`config.mk`:
```
export PLATFORM = sky130hd
export DESIGN_NAME = iobb_agen
export DESIGN_NICKNAME = d
export VERILOG_FILES = /design/src/rtl/core/image_orient_brightness_buffer_core_defines.svh /design/src/rtl/core/iobb_pkg.sv /design/src/rtl/core/iobb_agen.sv
export SDC_FILE = /design/constraint.sdc
export NUM_CORES = 1
export LEC_CHECK = 0
export CORE_ASPECT_RATIO = 1.25
export CORE_UTILIZATION = 33
export DETAILED_ROUTE_END_ITERATION = 7
export DONT_BUFFER_PORTS = 1
export GPL_TIMING_DRIVEN = 0
export PLACE_DENSITY = 0.52
export SYNTH_ARGS = -nofsm -noshare
export SYNTH_HDL_FRONTEND = slang
export SYNTH_SLANG_ARGS = --single-unit
```
`constraint.sdc`:
```
create_clock -name clk -period 8.7 [get_ports clk]
set_clock_uncertainty 0.2 [all_clocks]
set_input_delay 0.87 -clock clk [delete_from_list [all_inputs] [get_ports clk]]
set_output_delay 0.87 -clock clk [all_outputs]
set_load 0.03 [all_outputs]
```
`src/rtl/core/image_orient_brightness_buffer_core_defines.svh`:
```
// ----------------------------------------------------------------------------
// Assertion macros for the oriented frame buffer core
// Shared implication checks, clocked on clk and masked during reset.
// ----------------------------------------------------------------------------
`ifndef IMAGE_ORIENT_BRIGHTNESS_BUFFER_CORE_DEFINES_SVH
`define IMAGE_ORIENT_BRIGHTNESS_BUFFER_CORE_DEFINES_SVH

// same-cycle implication
`define IOBB_ASSERT_SAME(lbl, ante, cons) \
  lbl: assert property (@(posedge clk) disable iff (rst) (ante) |-> (cons)) \
    else $error("iobb: same-cycle check failed");

// next-cycle implication
`define IOBB_ASSERT_NEXT(lbl, ante, cons) \
  lbl: assert property (@(posedge clk) disable iff (rst) (ante) |=> (cons)) \
    else $error("iobb: next-cycle check failed");

`endif

```
`src/rtl/core/iobb_pkg.sv`:
```
// ----------------------------------------------------------------------------
// iobb_pkg
// Types, orientation codes and saturation helpers for the frame buffer.
// ----------------------------------------------------------------------------
package iobb_pkg;

  localparam logic [2:0] ORI_NONE      = 3'd0;
  localparam logic [2:0] ORI_TRANSPOSE = 3'd1;
  localparam logic [2:0] ORI_ROT90     = 3'd2;
  localparam logic [2:0] ORI_ROT180    = 3'd3;
  localparam logic [2:0] ORI_ROT270    = 3'd4;

  localparam logic ACT_LOAD  = 1'b0;
  localparam logic ACT_FETCH = 1'b1;

  typedef struct packed {
    logic [7:0]        image_rows;
    logic [7:0]        image_cols;
    logic [2:0]        orientation;
    logic signed [8:0] brightness_offset;
  } cfg_t;

  // store access issued for an accepted word, plus the output position
  typedef struct packed {
    logic       we;
    logic       re;
    logic [7:0] wdata;
    logic [6:0] out_row;
    logic [6:0] out_col;
    logic       frame_last;
  } mem_cmd_t;

  function automatic logic [7:0] clamp_s16(logic signed [15:0] v);
    logic [7:0] r;
    if (v < 16'sd0) r = 8'd0;
    else if (v > 16'sd255) r = 8'd255;
    else r = v[7:0];
    return r;
  endfunction

  function automatic logic [7:0] clamp_s10(logic signed [9:0] v);
    logic [7:0] r;
    if (v < 10'sd0) r = 8'd0;
    else if (v > 10'sd255) r = 8'd255;
    else r = v[7:0];
    return r;
  endfunction

endpackage

```
`src/rtl/core/iobb_agen.sv`:
```
// ----------------------------------------------------------------------------
// iobb_agen
// Load and fetch position counters and store address generation.
// ----------------------------------------------------------------------------
module iobb_agen
  import iobb_pkg::*;
#(
  parameter int MAX_HEIGHT = 128,
  parameter int MAX_WIDTH  = 128
) (
  input  logic                                     clk,
  input  logic                                     rst,
  input  cfg_t                                     cfg,
  input  logic                                     accept,
  input  logic                                     action,
  input  logic signed [15:0]                       pixel_in,
  output mem_cmd_t                                 cmd,
  output logic [$clog2(MAX_HEIGHT*MAX_WIDTH)-1:0]  addr
);

  localparam int HW = $clog2(MAX_HEIGHT);
  localparam int WW = $clog2(MAX_WIDTH);
  localparam int PW = (HW > WW) ? HW : WW;
  localparam int DW = PW + 1;
  localparam int AW = $clog2(MAX_HEIGHT * MAX_WIDTH);

  logic [PW-1:0] load_row, load_row_next, load_col, load_col_next;
  logic [PW-1:0] read_row, read_row_next, read_col, read_col_next;

  logic [DW-1:0] nr, nc, orows, ocols;
  logic          swap;
  logic [PW-1:0] lr, lc, r, c, i, j;
  logic [DW-1:0] lc_inc, lr_inc, c_inc, r_inc;
  logic [DW-1:0] mi, mj;
  logic [31:0]   lin;

  // effective dimensions: zero acts as one, large values clip to the store
  always_comb begin
    if (cfg.image_rows == 8'd0) nr = DW'(1);
    else if (32'(cfg.image_rows) > MAX_HEIGHT) nr = DW'(MAX_HEIGHT);
    else nr = DW'(cfg.image_rows);
    if (cfg.image_cols == 8'd0) nc = DW'(1);
    else if (32'(cfg.image_cols) > MAX_WIDTH) nc = DW'(MAX_WIDTH);
    else nc = DW'(cfg.image_cols);
  end

  assign swap  = (cfg.orientation == ORI_TRANSPOSE) || (cfg.orientation == ORI_ROT90) ||
                 (cfg.orientation == ORI_ROT270);
  assign orows = swap ? nc : nr;
  assign ocols = swap ? nr : nc;

  // restart at the origin if a register change left a position outside
  always_comb begin
    if ({1'b0, load_row} >= nr || {1'b0, load_col} >= nc) begin
      lr = '0;
      lc = '0;
    end else begin
      lr = load_row;
      lc = load_col;
    end
    if ({1'b0, read_row} >= orows || {1'b0, read_col} >= ocols) begin
      r = '0;
      c = '0;
    end else begin
      r = read_row;
      c = read_col;
    end
  end

  // output position to stored pixel
  always_comb begin
    case (cfg.orientation)
      ORI_TRANSPOSE: begin
        mi = {1'b0, c};
        mj = {1'b0, r};
      end
      ORI_ROT90: begin
        mi = nr - DW'(1) - {1'b0, c};
        mj = {1'b0, r};
      end
      ORI_ROT180: begin
        mi = nr - DW'(1) - {1'b0, r};
        mj = nc - DW'(1) - {1'b0, c};
      end
      ORI_ROT270: begin
        mi = {1'b0, c};
        mj = nc - DW'(1) - {1'b0, r};
      end
      default: begin
        mi = {1'b0, r};
        mj = {1'b0, c};
      end
    endcase
    i = mi[PW-1:0];
    j = mj[PW-1:0];
  end

  always_comb begin
    if (action == ACT_FETCH) begin
      lin = 32'(int'(i) * MAX_WIDTH + int'(j));
    end else begin
      lin = 32'(int'(lr) * MAX_WIDTH + int'(lc));
    end
    addr = lin[AW-1:0];
  end

  assign cmd.we         = accept && (action == ACT_LOAD);
  assign cmd.re         = accept && (action == ACT_FETCH);
  assign cmd.wdata      = clamp_s16(pixel_in);
  assign cmd.out_row    = 7'(r);
  assign cmd.out_col    = 7'(c);
  assign cmd.frame_last = ({1'b0, r} == orows - DW'(1)) && ({1'b0, c} == ocols - DW'(1));

  assign lc_inc = {1'b0, lc} + DW'(1);
  assign lr_inc = {1'b0, lr} + DW'(1);
  assign c_inc  = {1'b0, c} + DW'(1);
  assign r_inc  = {1'b0, r} + DW'(1);

  always_comb begin
    load_row_next = load_row;
    load_col_next = load_col;
    read_row_next = read_row;
    read_col_next = read_col;
    if (cmd.we) begin
      if (lc_inc >= nc) begin
        load_col_next = '0;
        load_row_next = (lr_inc >= nr) ? '0 : lr_inc[PW-1:0];
      end else begin
        load_col_next = lc_inc[PW-1:0];
        load_row_next = lr;
      end
    end
    if (cmd.re) begin
      if (c_inc >= ocols) begin
        read_col_next = '0;
        read_row_next = (r_inc >= orows) ? '0 : r_inc[PW-1:0];
      end else begin
        read_col_next = c_inc[PW-1:0];
        read_row_next = r;
      end
    end
  end

  always_ff @(posedge clk) begin
    if (rst) begin
      load_row <= '0;
      load_col <= '0;
      read_row <= '0;
      read_col <= '0;
    end else begin
      load_row <= load_row_next;
      load_col <= load_col_next;
      read_row <= read_row_next;
      read_col <= read_col_next;
    end
  end

endmodule

```
==> results.md <==
* Outcome: completed
* Post-Route Utilization at 36.48%
* Worst path bufs/invs at 6
* Area growth from synthesis to layout at 6.792%
* EDFF count, synth at 0
* GRT overflow at 0
* Asr flop ratio synth at 0%
* I/O pins at 87
* Row count at 52
* Clock Power Share at 20.6%
* Crit path DAT at 7.22 ns
* GP Congestion at 0.9440
* Avg Cell Area, Syn at 6.940 sq um
* Multi-input logic area at 4647 sq um
* Final std cells w/o fill at 1026
* DRT Wirelength at 20810 um
* Crit path max fanout at 10
* Global-route wire length before repair at 31750 um
* Final ANT Viol Nets at 0
* Avg WL per Cell at 20.28 um
* Share of cells above drive strength 1 at 5.309%
* Yosys top cell area share at 16.31%
* Core outline area at 16400 sq um
* Fin area at 5981 sq um
* CTS tree: done
* Yosys synthesis warning count at 0
* P_leak at 2.418 nW
* CP required at 7.63 ns
* Seq pwr share at 24.9%
* Netlist cell types at 75
* Via-to-Cell Ratio at 5.815
* Seq/Total Area, Yosys at 10.01%
* # H-tree levels at 1
* Port bufs at 0
* Reg clk slew, reported paths at 0.07 ns
* Pwr Total at 0.5372 mW
* Synth area leader: ha_1
* Crit path launch type: input pin
* Normalized max-slew margin at 18.13%
* Final Setup Violations at 0
* Area post-placement at 5871 sq um
* Via Count at 5966
* Pin count of the biggest net entering global routing at 15
* Sw Ratio at 45.81%
* DIE AREA at 17500 sq um
* Final count of hold timing violations at 0
* DP HPWL at 17210 um
* Hold WC Path Type: flip-flop to flip-flop
* Top post-synthesis cells by area: ha_1 (16%), dfxtp_1 (10%), a21oi_1 (7.1%)
* Internal power at 0.2911 mW
* Fillers at 1788
* CP max-delay cell: mux2i_2
* Num CTS Buffers at 3
* CP peak stage delay at 0.46 ns
* Slew Viols, Final at 0
* Diode count at 0
* RSZ-0062 raised after global routing: no
* DR iter-0 viols at 415
* Dpl cells at 1023
* Drt first pass iters at 5
* Tcrit/Tclk final at 95.25%
* Clk sinks at 28
* Gate Count Post-Synth at 807
* Number of global-route vias before repair at 5448
* Die W at 118.5 um
* Initial antenna violation count at 0
* Clock Latency Late Sink at 0.27 ns
* PwrDens at 89.81 nW/um^2
* Top FF cell, synth: dfxtp_1
* Initial Util at 34.16%
* GR Util All Layers at 23.56%
* Root Buffer: clkbuf_16
* CP Class: input pin to primary output
* Worst Tran Pin Value at 1.219 ns
* Register Area at 560.5 sq um
* CP delay by family, top: compound AO/OA/AOI/OAI gates
* Max_cap viols at 0
* Max Buffers Root-to-Sink at 2
* DRC Markers at 0
* Peak VDD IR at 0.06488 mV
* Max frequency at 120.7 MHz
* Worst hold slack at 0.3159 ns
* Fin crit period at 8.287 ns
* Synth Register Bits at 28
* Cell area after synthesis at 5600 sq um
* Worst setup EP type: primary output
* Synth Net Count at 930
* Logic pwr share at 54.6%
* Die H at 147.7 um
* NetSw at 0.2460 mW
* Fin nets at 935
-- through the flow --
stage,setup TNS (ns),worst slack (ns)
detailed placement,-0.8904,-0.5484
CTS,0,0.1978
global placement,-0.8404,-0.5199
finish,0,0.4133
global route,0,0.04303
floorplan,0,0.9343
-- cell usage in the layout, fill, tap and decap left out, types with 4 or more instances in the layout --
cell type,count
o21bai_1,4
and2_1,6
clkbuf_1,28
dfxtp_1,28
a211oi_1,8
nor2_1,72
xnor2_1,35
a21o_1,28
a31oi_1,16
xor2_1,17
nor3_1,13
buf_6,4
o211ai_1,9
a21oi_1,79
a22oi_1,12
a21boi_0,4
mux2i_1,5
nand2b_1,11
nor3b_1,5
ha_1,73
a221oi_1,7
and4_1,4
nor2b_1,7
o2111ai_1,6
o22ai_1,9
o21ai_0,41
nand2_1,91
nand3_1,32
mux2_2,5
and3_1,7
inv_1,58
nand4_1,11
-- power groups by stage --
stage | registers [mW] | clock network, mW | logic (mW)
floorplan | 0.135 | 0 | 0.220
global placement | 0.136 | 0 | 0.286
detailed placement | 0.136 | 0 | 0.287
CTS | 0.133 | 0.114 | 0.289
global route | 0.134 | 0.119 | 0.321
finish | 0.133 | 0.111 | 0.293
-- final cells by class --
class	instances	area share [%]
flip-flops and latches	28	9.372
plain buffers	40	3.222
inverters	62	3.933
multi-input cells	677	77.70
well taps	216	4.519
clock buffers	3	1.255
-- routing by layer --
metal / track usage (%) / part of all wire, %
met3: 4.552 / 7.4
met1: 28.90 / 41
met2: 40.85 / 48
met4: 8.165 / 3.4
met5: 0 / 0
-- sequential cells by signal, summed over array words and instances (netlist names) --
register  cells
read_col      7
read_row      7
load_col      7
load_row      7
-- repair_timing --
item,in CTS,in global routing
setup endpoints to repair,3,2
hold buffers,0,0
buffers inserted,0,0
pin swaps,0,0
resized for setup,4,5
-- final timing paths --
kind	startpoint	end	slack, ns	cells after the start
worst max register to register	load_col[0]$_SDFFE_PP0P_	load_row[3]$_SDFFE_PP0P_	3.06	21
worst min register to register	load_col[0]$_SDFFE_PP0P_	load_col[0]$_SDFFE_PP0P_	0.32	2
worst min-delay path	load_col[0]$_SDFFE_PP0P_	load_col[0]$_SDFFE_PP0P_	0.32	2
worst max-delay path	cfg[27]	addr[6]	0.41	28
-- worst min-delay path: stages (launching register included) --
cell,delay [ns]
dfxtp_1,0.35
nand2_1,0.07
a21oi_1,0.05
-- kinds of logic (layout without fill, tap and decap cells) --
family	count (synthesis)	count (layout)	synth area share, %
muxes	11	11	2.078
xor gates and xnor gates	52	52	8.132
buffers and inverters	102	105	7.596
adders and majority gates	75	75	17.02
and+or+nand+nor	283	283	25.00
AOI/OAI and AO/OA	256	256	30.16
DFF	28	28	10.01
-- cell usage after synthesis, drive strengths merged, types with 3 or more instances --
library cell / count
mux2: 5
o21bai: 5
o22ai: 9
and2: 8
a21oi: 82
a21boi: 4
buf: 10
xor2: 17
mux2i: 6
xnor2: 35
or4: 3
nor2: 73
nor4: 6
clkbuf: 30
nor2b: 7
o41ai: 3
nand2: 92
and4: 4
ha: 73
nor3: 14
a221oi: 8
or2: 3
nand3: 32
a31oi: 17
o21a: 3
nor3b: 5
a21o: 28
and3: 7
o2111ai: 6
dfxtp: 28
nand2b: 11
a211oi: 10
a22oi: 12
o21ai: 42
inv: 60
o211ai: 9
nand4: 11
Power figures use the tool's default switching activity.
